--- config.mk ---
export PLATFORM = sky130hd
export DESIGN_NAME = pixel_crosstalk_stencil_flat
export DESIGN_NICKNAME = d
export VERILOG_FILES = /design/src/sv/pcs_pkg.sv /design/src/sv/pcs_if.sv /design/src/sv/pcs_seq.sv /design/src/sv/pcs_window.sv /design/src/sv/pcs_mac.sv /design/src/sv/pixel_crosstalk_stencil.sv /design/src/flat_wrapper.sv
export SDC_FILE = /design/constraint.sdc
export NUM_CORES = 2
export LEC_CHECK = 0
export ABC_AREA = 1
export BUFFER_PORTS_ARGS = -buffer_cell sky130_fd_sc_hd__buf_4
export CORE_ASPECT_RATIO = 0.75
export CORE_MARGIN = 1
export CORE_UTILIZATION = 30
export CTS_BUF_LIST = sky130_fd_sc_hd__clkbuf_4
export DETAILED_ROUTE_END_ITERATION = 16
export GPL_ROUTABILITY_DRIVEN = 0
export PLACE_DENSITY = 0.53
export SYNTH_ARGS = -nofsm -noshare
export SYNTH_HDL_FRONTEND = slang
export SYNTH_SLANG_ARGS = --single-unit
--- constraint.sdc ---
create_clock -name clk -period 13.4 [get_ports clk]
set_input_delay 2.01 -clock clk [delete_from_list [all_inputs] [get_ports clk]]
set_output_delay 2.01 -clock clk [all_outputs]
set_load 0.01 [all_outputs]
--- src/sv/pcs_pkg.sv ---
// Shared widths, reset values, register codes and stage structures of the crosstalk stencil.
`default_nettype none

package pcs_pkg;

    localparam int HIT_W       = 16;
    localparam int WEIGHT_W    = 16;
    localparam int FRAC_W      = 16;
    localparam int SIDE_W      = 4;
    localparam int ROW_W       = SIDE_W + 1;
    localparam int IDX_W       = 6;
    localparam int SUM_W       = HIT_W + 2;
    localparam int PROD_W      = SUM_W + WEIGHT_W;
    localparam int CFG_INDEX_W = 2;
    localparam int CFG_DATA_W  = 16;

    localparam int DEF_MAX_SIDE = 8;

    localparam logic [SIDE_W-1:0]   SIDE_RESET          = 4'd8;
    localparam logic [SIDE_W-1:0]   SIDE_MIN            = 4'd2;
    localparam logic [WEIGHT_W-1:0] EDGE_WEIGHT_RESET   = 16'd655;
    localparam logic [WEIGHT_W-1:0] CORNER_WEIGHT_RESET = 16'd66;

    typedef enum logic [CFG_INDEX_W-1:0] {
        CFG_ACTIVE_SIDE   = 2'd0,
        CFG_EDGE_WEIGHT   = 2'd1,
        CFG_CORNER_WEIGHT = 2'd2
    } cfg_reg_t;

    typedef struct packed {
        logic up;
        logic down;
        logic left;
        logic right;
    } nbr_mask_t;

    typedef struct packed {
        logic              is_pixel;
        logic              emit;
        logic              run_last;
        nbr_mask_t         mask;
        logic [SIDE_W-1:0] col;
        logic [IDX_W-1:0]  index;
        logic [HIT_W-1:0]  hit;
    } slot_t;

    typedef struct packed {
        logic [SUM_W-1:0] edges;
        logic [SUM_W-1:0] corners;
        logic [HIT_W-1:0] center;
        logic [IDX_W-1:0] index;
        logic             run_last;
    } sums_t;

endpackage

`default_nettype wire

--- src/sv/pcs_if.sv ---
// Valid/ready request channels for incoming hit counts and outgoing smeared counts.
`default_nettype none

interface pcs_in_if;
    import pcs_pkg::*;

    logic             valid;
    logic             ready;
    logic [HIT_W-1:0] hit_count;

    modport source (output valid, output hit_count, input ready);
    modport sink (input valid, input hit_count, output ready);
endinterface

interface pcs_out_if;
    import pcs_pkg::*;

    logic             valid;
    logic             ready;
    logic [HIT_W-1:0] smeared_count;
    logic [IDX_W-1:0] pixel_index;
    logic             run_last;

    modport source (output valid, output smeared_count, output pixel_index, output run_last,
                    input ready);
    modport sink (input valid, input smeared_count, input pixel_index, input run_last,
                  output ready);
endinterface

`default_nettype wire

--- src/sv/pcs_seq.sv ---
// Raster position sequencer: issues pixel slots and the flush slots that close a frame.
`default_nettype none

module pcs_seq (
    input  logic                       clk,
    input  logic                       rst_n,
    input  logic [pcs_pkg::SIDE_W-1:0] side,
    input  logic                       restart,
    input  logic                       in_valid,
    input  logic [pcs_pkg::HIT_W-1:0]  hit_count,
    input  logic                       slot_free,
    output logic                       in_ready,
    output logic                       slot_valid,
    output pcs_pkg::slot_t             slot
);
    import pcs_pkg::*;

    logic [ROW_W-1:0]  row_reg;
    logic [ROW_W-1:0]  row_next;
    logic [SIDE_W-1:0] col_reg;
    logic [SIDE_W-1:0] col_next;
    logic [IDX_W-1:0]  index_reg;
    logic [IDX_W-1:0]  index_next;
    logic [ROW_W-1:0]  side_w;
    logic [SIDE_W-1:0] side_m1;
    logic              flushing;
    logic              final_slot;
    logic              frame_end;
    logic              emit;
    logic [ROW_W-1:0]  er;
    logic [SIDE_W-1:0] ec;

    assign side_w     = ROW_W'(side);
    assign side_m1    = side - SIDE_W'(1);
    assign flushing   = row_reg >= side_w;
    assign final_slot = row_reg == (side_w + ROW_W'(1));
    assign frame_end  = (row_reg == ROW_W'(side_m1)) && (col_reg == side_m1);
    assign emit       = (row_reg >= ROW_W'(2)) || ((row_reg == ROW_W'(1)) && (col_reg != '0));
    assign in_ready   = slot_free && !flushing && !restart;
    assign slot_valid = slot_free && !restart && (flushing || in_valid);

    // The pixel that leaves with this slot sits one row up and one column left.
    always_comb
    begin
        if (col_reg != '0)
        begin
            er = row_reg - ROW_W'(1);
            ec = col_reg - SIDE_W'(1);
        end
        else
        begin
            er = row_reg - ROW_W'(2);
            ec = side_m1;
        end
    end

    always_comb
    begin
        slot.is_pixel   = !flushing;
        slot.emit       = emit;
        slot.run_last   = (!flushing && !frame_end) || final_slot;
        slot.mask.up    = er != '0;
        slot.mask.down  = er < ROW_W'(side_m1);
        slot.mask.left  = ec != '0;
        slot.mask.right = ec != side_m1;
        slot.col        = col_reg;
        slot.index      = index_reg;
        slot.hit        = flushing ? '0 : hit_count;
    end

    always_comb
    begin
        row_next   = row_reg;
        col_next   = col_reg;
        index_next = index_reg;
        if (restart)
        begin
            row_next   = '0;
            col_next   = '0;
            index_next = '0;
        end
        else if (slot_valid)
        begin
            if (final_slot)
            begin
                row_next   = '0;
                col_next   = '0;
                index_next = '0;
            end
            else
            begin
                if (col_reg == side_m1)
                begin
                    col_next = '0;
                    row_next = row_reg + ROW_W'(1);
                end
                else
                begin
                    col_next = col_reg + SIDE_W'(1);
                end
                if (emit)
                begin
                    index_next = index_reg + IDX_W'(1);
                end
            end
        end
    end

    always_ff @(posedge clk or negedge rst_n)
    begin
        if (!rst_n)
        begin
            row_reg   <= '0;
            col_reg   <= '0;
            index_reg <= '0;
        end
        else
        begin
            row_reg   <= row_next;
            col_reg   <= col_next;
            index_reg <= index_next;
        end
    end

endmodule

`default_nettype wire

--- src/sv/pcs_window.sv ---
// Two-row line memory with read-modify-write, 3x3 column window and masked neighbour sums.
`default_nettype none

module pcs_window #(
    parameter int MAX_SIDE = pcs_pkg::DEF_MAX_SIDE
) (
    input  logic           clk,
    input  logic           rst_n,
    input  logic           slot_valid,
    input  pcs_pkg::slot_t slot,
    output logic           slot_free,
    input  logic           sum_ready,
    output logic           sum_valid,
    output pcs_pkg::sums_t sums
);
    import pcs_pkg::*;

    localparam int ADDR_W = (MAX_SIDE > 1) ? $clog2(MAX_SIDE) : 1;

    typedef struct packed {
        logic [HIT_W-1:0] above2;
        logic [HIT_W-1:0] above1;
    } line_pair_t;

    typedef struct packed {
        logic [HIT_W-1:0] top;
        logic [HIT_W-1:0] mid;
        logic [HIT_W-1:0] bot;
    } column_t;

    line_pair_t        line_mem [MAX_SIDE];
    line_pair_t        rd_reg;
    slot_t             slot_reg;
    logic              b_valid_reg;
    column_t           win1_reg;
    column_t           win2_reg;
    column_t           fresh;
    logic              sum_valid_reg;
    sums_t             sums_reg;
    sums_t             sums_next;
    logic              b_go;
    logic              s_free;
    logic [ADDR_W-1:0] rd_addr;
    logic [ADDR_W-1:0] wr_addr;

    function automatic logic [SUM_W-1:0] pick(input logic en, input logic [HIT_W-1:0] v);
        return en ? SUM_W'(v) : '0;
    endfunction

    assign s_free    = !sum_valid_reg || sum_ready;
    assign b_go      = b_valid_reg && (!slot_reg.emit || s_free);
    assign slot_free = !b_valid_reg || b_go;
    assign rd_addr   = ADDR_W'(slot.col);
    assign wr_addr   = ADDR_W'(slot_reg.col);
    assign sum_valid = sum_valid_reg;
    assign sums      = sums_reg;

    assign fresh.top = rd_reg.above2;
    assign fresh.mid = rd_reg.above1;
    assign fresh.bot = slot_reg.hit;

    // Left column is the older window entry, centre the newer, right the column just read.
    always_comb
    begin
        sums_next.edges   = pick(slot_reg.mask.up, win1_reg.top)
                          + pick(slot_reg.mask.down, win1_reg.bot)
                          + pick(slot_reg.mask.left, win2_reg.mid)
                          + pick(slot_reg.mask.right, fresh.mid);
        sums_next.corners = pick(slot_reg.mask.up && slot_reg.mask.left, win2_reg.top)
                          + pick(slot_reg.mask.down && slot_reg.mask.left, win2_reg.bot)
                          + pick(slot_reg.mask.up && slot_reg.mask.right, fresh.top)
                          + pick(slot_reg.mask.down && slot_reg.mask.right, fresh.bot);
        sums_next.center   = win1_reg.mid;
        sums_next.index    = slot_reg.index;
        sums_next.run_last = slot_reg.run_last;
    end

    always_ff @(posedge clk)
    begin
        if (slot_valid)
        begin
            rd_reg <= line_mem[rd_addr];
        end
        if (b_go && slot_reg.is_pixel)
        begin
            line_mem[wr_addr] <= '{above2: rd_reg.above1, above1: slot_reg.hit};
        end
    end

    always_ff @(posedge clk)
    begin
        if (slot_valid)
        begin
            slot_reg <= slot;
        end
        if (b_go)
        begin
            win2_reg <= win1_reg;
            win1_reg <= fresh;
        end
        if (b_go && slot_reg.emit)
        begin
            sums_reg <= sums_next;
        end
    end

    always_ff @(posedge clk or negedge rst_n)
    begin
        if (!rst_n)
        begin
            b_valid_reg   <= 1'b0;
            sum_valid_reg <= 1'b0;
        end
        else
        begin
            if (slot_free)
            begin
                b_valid_reg <= slot_valid;
            end
            if (s_free)
            begin
                sum_valid_reg <= b_go && slot_reg.emit;
            end
        end
    end

endmodule

`default_nettype wire

--- src/sv/pcs_mac.sv ---
// Weight multiply, floor of the Q0.16 share, saturating add and the output register.
`default_nettype none

module pcs_mac (
    input  logic                         clk,
    input  logic                         rst_n,
    input  logic                         sum_valid,
    input  pcs_pkg::sums_t               sums,
    output logic                         sum_ready,
    input  logic [pcs_pkg::WEIGHT_W-1:0] edge_weight,
    input  logic [pcs_pkg::WEIGHT_W-1:0] corner_weight,
    pcs_out_if.source                    pixel_out
);
    import pcs_pkg::*;

    localparam int SHARE_W = PROD_W - FRAC_W + 1;
    localparam int TOTAL_W = SHARE_W + 1;

    typedef struct packed {
        logic [PROD_W-1:0] edge_prod;
        logic [PROD_W-1:0] corner_prod;
        logic [HIT_W-1:0]  center;
        logic [IDX_W-1:0]  index;
        logic              run_last;
    } prod_t;

    logic               prod_valid_reg;
    prod_t              prod_reg;
    logic               out_valid_reg;
    logic [HIT_W-1:0]   smeared_reg;
    logic [HIT_W-1:0]   smeared_next;
    logic [IDX_W-1:0]   index_reg;
    logic               run_last_reg;
    logic               out_free;
    logic               prod_go;
    logic [PROD_W:0]    share_full;
    logic [SHARE_W-1:0] share;
    logic [TOTAL_W-1:0] total;

    assign out_free  = !out_valid_reg || pixel_out.ready;
    assign prod_go   = prod_valid_reg && out_free;
    assign sum_ready = !prod_valid_reg || prod_go;

    assign share_full   = {1'b0, prod_reg.edge_prod} + {1'b0, prod_reg.corner_prod};
    assign share        = share_full[PROD_W:FRAC_W];
    assign total        = {1'b0, share} + TOTAL_W'(prod_reg.center);
    assign smeared_next = (total[TOTAL_W-1:HIT_W] != '0) ? '1 : total[HIT_W-1:0];

    assign pixel_out.valid         = out_valid_reg;
    assign pixel_out.smeared_count = smeared_reg;
    assign pixel_out.pixel_index   = index_reg;
    assign pixel_out.run_last      = run_last_reg;

    always_ff @(posedge clk)
    begin
        if (sum_valid && sum_ready)
        begin
            prod_reg.edge_prod   <= PROD_W'(sums.edges) * PROD_W'(edge_weight);
            prod_reg.corner_prod <= PROD_W'(sums.corners) * PROD_W'(corner_weight);
            prod_reg.center      <= sums.center;
            prod_reg.index       <= sums.index;
            prod_reg.run_last    <= sums.run_last;
        end
        if (prod_go)
        begin
            smeared_reg  <= smeared_next;
            index_reg    <= prod_reg.index;
            run_last_reg <= prod_reg.run_last;
        end
    end

    always_ff @(posedge clk or negedge rst_n)
    begin
        if (!rst_n)
        begin
            prod_valid_reg <= 1'b0;
            out_valid_reg  <= 1'b0;
        end
        else
        begin
            if (sum_ready)
            begin
                prod_valid_reg <= sum_valid;
            end
            if (out_free)
            begin
                out_valid_reg <= prod_valid_reg;
            end
        end
    end

endmodule

`default_nettype wire

--- src/sv/pixel_crosstalk_stencil.sv ---
// Top level of the pixel crosstalk stencil: configuration registers and the request pipeline.
//
// Hit counts of an active_side x active_side grid enter on pixel_in, one request per pixel
// in raster order. Each pixel leaves on pixel_out with its own count plus the floored
// weighted share of its in-grid edge and corner neighbours, saturated at 65535, together
// with its raster index. A pixel leaves once the pixel below and to its right has entered;
// run_last marks the last result caused by an input request.
// Throughput is one pixel per cycle while pixel_out is ready and no flush holds pixel_in.
// An emitting input passes line memory read, neighbour sums, weight products and output
// register on its way to pixel_out. The last pixel of a frame releases side + 2 results,
// and pixel_in is held off while the remaining two rows are read back from the line memory.
// Writes go through cfg_wr_en, cfg_index and cfg_data; writing active_side restarts the frame.
// Reset restores the register defaults and an empty pipeline at the start of a frame; the
// line memory is not cleared, since rows outside the frame are masked off.
// When pixel_out stalls, the four stages fill up before pixel_in drops ready.
`default_nettype none

module pixel_crosstalk_stencil #(
    parameter int MAX_SIDE = pcs_pkg::DEF_MAX_SIDE
) (
    input  logic                            clk,
    input  logic                            rst_n,
    pcs_in_if.sink                          pixel_in,
    pcs_out_if.source                       pixel_out,
    input  logic                            cfg_wr_en,
    input  logic [pcs_pkg::CFG_INDEX_W-1:0] cfg_index,
    input  logic [pcs_pkg::CFG_DATA_W-1:0]  cfg_data
);
    import pcs_pkg::*;

    localparam int SIDE_CAP = (MAX_SIDE < (2 ** SIDE_W) - 1) ? MAX_SIDE : (2 ** SIDE_W) - 1;

    logic [SIDE_W-1:0]   active_side_reg;
    logic [WEIGHT_W-1:0] edge_weight_reg;
    logic [WEIGHT_W-1:0] corner_weight_reg;
    logic [SIDE_W-1:0]   side;
    logic                restart;
    logic                slot_free;
    logic                slot_valid;
    slot_t               slot;
    logic                sum_valid;
    logic                sum_ready;
    sums_t               sums;

    assign restart = cfg_wr_en && (cfg_index == CFG_ACTIVE_SIDE);

    always_comb
    begin
        if (active_side_reg < SIDE_MIN)
        begin
            side = SIDE_MIN;
        end
        else if (active_side_reg > SIDE_W'(SIDE_CAP))
        begin
            side = SIDE_W'(SIDE_CAP);
        end
        else
        begin
            side = active_side_reg;
        end
    end

    always_ff @(posedge clk or negedge rst_n)
    begin
        if (!rst_n)
        begin
            active_side_reg   <= SIDE_RESET;
            edge_weight_reg   <= EDGE_WEIGHT_RESET;
            corner_weight_reg <= CORNER_WEIGHT_RESET;
        end
        else if (cfg_wr_en)
        begin
            unique case (cfg_index)
                CFG_ACTIVE_SIDE:   active_side_reg   <= cfg_data[SIDE_W-1:0];
                CFG_EDGE_WEIGHT:   edge_weight_reg   <= cfg_data[WEIGHT_W-1:0];
                CFG_CORNER_WEIGHT: corner_weight_reg <= cfg_data[WEIGHT_W-1:0];
                default:           ;
            endcase
        end
    end

    pcs_seq u_seq (
        .clk        (clk),
        .rst_n      (rst_n),
        .side       (side),
        .restart    (restart),
        .in_valid   (pixel_in.valid),
        .hit_count  (pixel_in.hit_count),
        .slot_free  (slot_free),
        .in_ready   (pixel_in.ready),
        .slot_valid (slot_valid),
        .slot       (slot)
    );

    pcs_window #(
        .MAX_SIDE (MAX_SIDE)
    ) u_window (
        .clk        (clk),
        .rst_n      (rst_n),
        .slot_valid (slot_valid),
        .slot       (slot),
        .slot_free  (slot_free),
        .sum_ready  (sum_ready),
        .sum_valid  (sum_valid),
        .sums       (sums)
    );

    pcs_mac u_mac (
        .clk           (clk),
        .rst_n         (rst_n),
        .sum_valid     (sum_valid),
        .sums          (sums),
        .sum_ready     (sum_ready),
        .edge_weight   (edge_weight_reg),
        .corner_weight (corner_weight_reg),
        .pixel_out     (pixel_out)
    );

endmodule

`default_nettype wire
--- src/flat_wrapper.sv ---
// flat-port wrapper written by rule: the top's interface ports become plain ports
module pixel_crosstalk_stencil_flat import pcs_pkg::*;
#(
    parameter int MAX_SIDE = pcs_pkg::DEF_MAX_SIDE
)
  (clk, rst_n, cfg_wr_en, cfg_index, cfg_data, pixel_in_valid, pixel_in_hit_count, pixel_in_ready, pixel_out_valid, pixel_out_smeared_count, pixel_out_pixel_index, pixel_out_run_last, pixel_out_ready);
  pcs_in_if pixel_in_i ();
  pcs_out_if pixel_out_i ();
  input  logic clk;
  input  logic rst_n;
  input  logic cfg_wr_en;
  input  logic [pcs_pkg::CFG_INDEX_W-1:0] cfg_index;
  input  logic [pcs_pkg::CFG_DATA_W-1:0] cfg_data;
  input wire logic [$bits(pixel_in_i.valid)-1:0] pixel_in_valid;
  input wire logic [$bits(pixel_in_i.hit_count)-1:0] pixel_in_hit_count;
  output wire logic [$bits(pixel_in_i.ready)-1:0] pixel_in_ready;
  output wire logic [$bits(pixel_out_i.valid)-1:0] pixel_out_valid;
  output wire logic [$bits(pixel_out_i.smeared_count)-1:0] pixel_out_smeared_count;
  output wire logic [$bits(pixel_out_i.pixel_index)-1:0] pixel_out_pixel_index;
  output wire logic [$bits(pixel_out_i.run_last)-1:0] pixel_out_run_last;
  input wire logic [$bits(pixel_out_i.ready)-1:0] pixel_out_ready;
  assign pixel_in_i.valid = pixel_in_valid;
  assign pixel_in_i.hit_count = pixel_in_hit_count;
  assign pixel_in_ready = pixel_in_i.ready;
  assign pixel_out_valid = pixel_out_i.valid;
  assign pixel_out_smeared_count = pixel_out_i.smeared_count;
  assign pixel_out_pixel_index = pixel_out_i.pixel_index;
  assign pixel_out_run_last = pixel_out_i.run_last;
  assign pixel_out_i.ready = pixel_out_ready;
  pixel_crosstalk_stencil #(.MAX_SIDE(MAX_SIDE)) u_core (.clk(clk), .rst_n(rst_n), .pixel_in(pixel_in_i), .pixel_out(pixel_out_i), .cfg_wr_en(cfg_wr_en), .cfg_index(cfg_index), .cfg_data(cfg_data));
endmodule
==> flow_metrics.env <==
export IMPL_status="completed"
export IMPL_die_area_mm2=0.1641
export IMPL_io_pins=64
export IMPL_synth_edff_count=589
export IMPL_avgRoutedWirePerCell_um=17.81
export IMPL_timing_final_crit_period_ns=6.343
export IMPL_worstPathRequired_ns=14.10
export IMPL_end_kind="register"
export IMPL_drive_above_1_share_pct=7.592
export IMPL_clkSlewWorstSetupHoldPaths_ns=0.07
export IMPL_vias_per_cell=4.631
export IMPL_port_buffers=63
export IMPL_fin_ws_ns=7.057
export IMPL_cap_violations=0
export IMPL_drt_iter0_markers=2673
export IMPL_critPathKind="reg2reg"
export IMPL_die_h_um=351.1
export IMPL_synth_area_mm2=0.04875
export IMPL_slew_headroom_pct=32.23
export IMPL_skew_ns=0.08123
export IMPL_layout_commonest_cell="nand2_1"
export IMPL_largest_register_ffs=256
export IMPL_grtUsageTotal_pct=16.19
export IMPL_post_cts_resized=0
export IMPL_drt_wl_total_um=131100
export IMPL_crit_chain="nand2_1 > inv_1 > fa_1 > inv_1 > fa_1 > fa_1 > fa_1 > inv_1 > fa_1 > fa_1 > ha_1 > a21oi_1 > nor2_1 > nor2_1 > a21boi_1 > o21ai_0 > a21oi_1 > xnor2_1"
export IMPL_synth_cells=5078
export IMPL_cp_arrival_ns=7.04
export IMPL_syn_area_per_cell_um2=9.601
export IMPL_crit_slowest_cell="edfxtp_1"
export IMPL_final_cell_mix="nand2_1, inv_1, edfxtp_1, fa_1, nor2_1"
export IMPL_cp_start_kind="register"
export IMPL_clockBufferDepth=3
export IMPL_htreeDepth=4
export IMPL_synthTopCellsByArea="edfxtp_1, fa_1, nand2_1, inv_1, ha_1"
export IMPL_tritoncts="yes"
export IMPL_num_nets_final=5984
export IMPL_cts_setup_buffers=0
export IMPL_maxSlewViolCount=0
export IMPL_clk_latency_ns=1.04
export IMPL_rsz0062_at_grt="false"
export IMPL_initial_utilization_pct=30.35
export IMPL_crit_top_cell="fa_1"
export IMPL_synth_top_flop_cell="edfxtp_1"
export IMPL_tightest_slew_ns=1.017
export IMPL_vias=34090
export IMPL_ant_nets=0
export IMPL_synth_top_cell_by_area="edfxtp_1"
export IMPL_grt_ovfl_total=0
export IMPL_synth_cell_types=56
export IMPL_hpwl_um=95580
export IMPL_firstDrtPassIters=6
export IMPL_worst_path_max_fanout=16
export IMPL_cts_hold_fix_buffers=0
export IMPL_chipWidth_um=467.5
export IMPL_rows=127
export IMPL_hold_path_class="reg2reg"
export IMPL_achievable_frequency_ghz=0.1577
export IMPL_ys_seq_area_share_pct=39.12
export IMPL_whs_ns=0.3942
export IMPL_grt_first_pass_wirelength_um=202800
export IMPL_cts_sinks=644
export IMPL_route_detailed_drc=0
export IMPL_pre_cts_ws_ns=7.212
export IMPL_setup_viol=0
export IMPL_ys_ff_latch=644
export IMPL_grt_max_degree=75
export IMPL_syn_to_final_growth_pct=9.547
export IMPL_yosysWarnings=0
export IMPL_cts_buffers=156
export IMPL_coreArea_mm2=0.1607
export IMPL_grt_pass1_vias=34550
export IMPL_critical_path_max_stage_delay_ns=0.98
export IMPL_report_final_hold_viol_count=0
export IMPL_synth_top_area_share_pct=36.28
export IMPL_setup_tns_ns=0
export IMPL_antenna_found_initial=14
export IMPL_syn_num_nets=5940
export IMPL_cts_root_buffer="clkbuf_4"
export IMPL_async_reset_ff_share_pct=8.540
export IMPL_finalCritPeriodShare_pct=47.33
[per-layer routing]
metal  wire [um]  global-route usage, %  vias up
li1            -                      -    16010
met1       62710                  23.42    16810
met2       55410                  23.94     1060
met3        9387                  3.360      200
met4        3591                  5.330        4
met5          27                      0        -
[worst paths after layout]
path	start	to	slack (ns)	cells after the start
hold reg to reg	u_core.u_window.win1_reg[40]$_DFFE_PP_	u_core.u_window.win2_reg[40]$_DFFE_PP_	0.39	0
max in group asynchronous	rst_n	u_core.edge_weight_reg[6]$_DFFE_PN0P_	11.72	1
setup / recovery	u_core.u_window.sums[47]$_DFFE_PP_	u_core.u_mac.prod_reg[80]$_DFFE_PP_	7.06	18
hold / removal	u_core.u_window.win1_reg[40]$_DFFE_PP_	u_core.u_window.win2_reg[40]$_DFFE_PP_	0.39	0
min in group asynchronous	rst_n	u_core.u_seq.row_reg[3]$_DFFE_PN0P_	1.05	1
setup reg to reg	u_core.u_window.sums[47]$_DFFE_PP_	u_core.u_mac.prod_reg[80]$_DFFE_PP_	7.06	18
[cells by family after synthesis]
kind of cell	after synthesis	synth area share [%]
other	1	0.007692
buffers and inverters	1282	9.945
AND/OR/NAND/NOR	1666	13.55
XOR/XNOR	130	2.335
flip-flops	644	39.12
AO/OA/AOI/OAI	532	6.080
adder cells (fa/ha/maj)	823	28.96
[Yosys cell counts, drive strengths merged (46+ instances only)]
library cell,n
dfrtp,46
xor2,90
fa,509
edfxtp,589
nand3,91
nor2,389
clkbuf,184
o21ai,252
a21oi,142
inv,1070
ha,314
nand2,1111
[through the flow]
stage,cells,utilization (%),cell area (um^2)
CTS,7357,33.24,53400
floorplan,5078,-,48750
global route,7360,33.24,53400
detailed placement,7092,31.99,51400
global placement,7092,31.99,51400
finish,7362,33.24,53410
[area by class of cell]
class	instances	area [um^2]
flip-flops and latches	644	19080
diodes	5	12.51
clock inverters	47	361.6
inverters	1070	4019
clock buffers	218	1637
multi-input cells	3152	24900
repair buffers	98	735.7
fillers	16580	107200
well taps	2128	2663
[worst max-delay path, delay by kind of cell (launching register included)]
family,cells,cell delay (ns)
AO/OA/AOI/OAI,4,1.02
adder cells (fa/ha/maj),7,3.28
XOR/XNOR,1,0.11
AND/OR/NAND/NOR,3,0.29
flip-flops,1,0.98
buffers and inverters,3,0.30
Power is left out: the tool's default activity adds up to more than one toggle a clock period on the data nets, which glitch-free logic cannot reach.
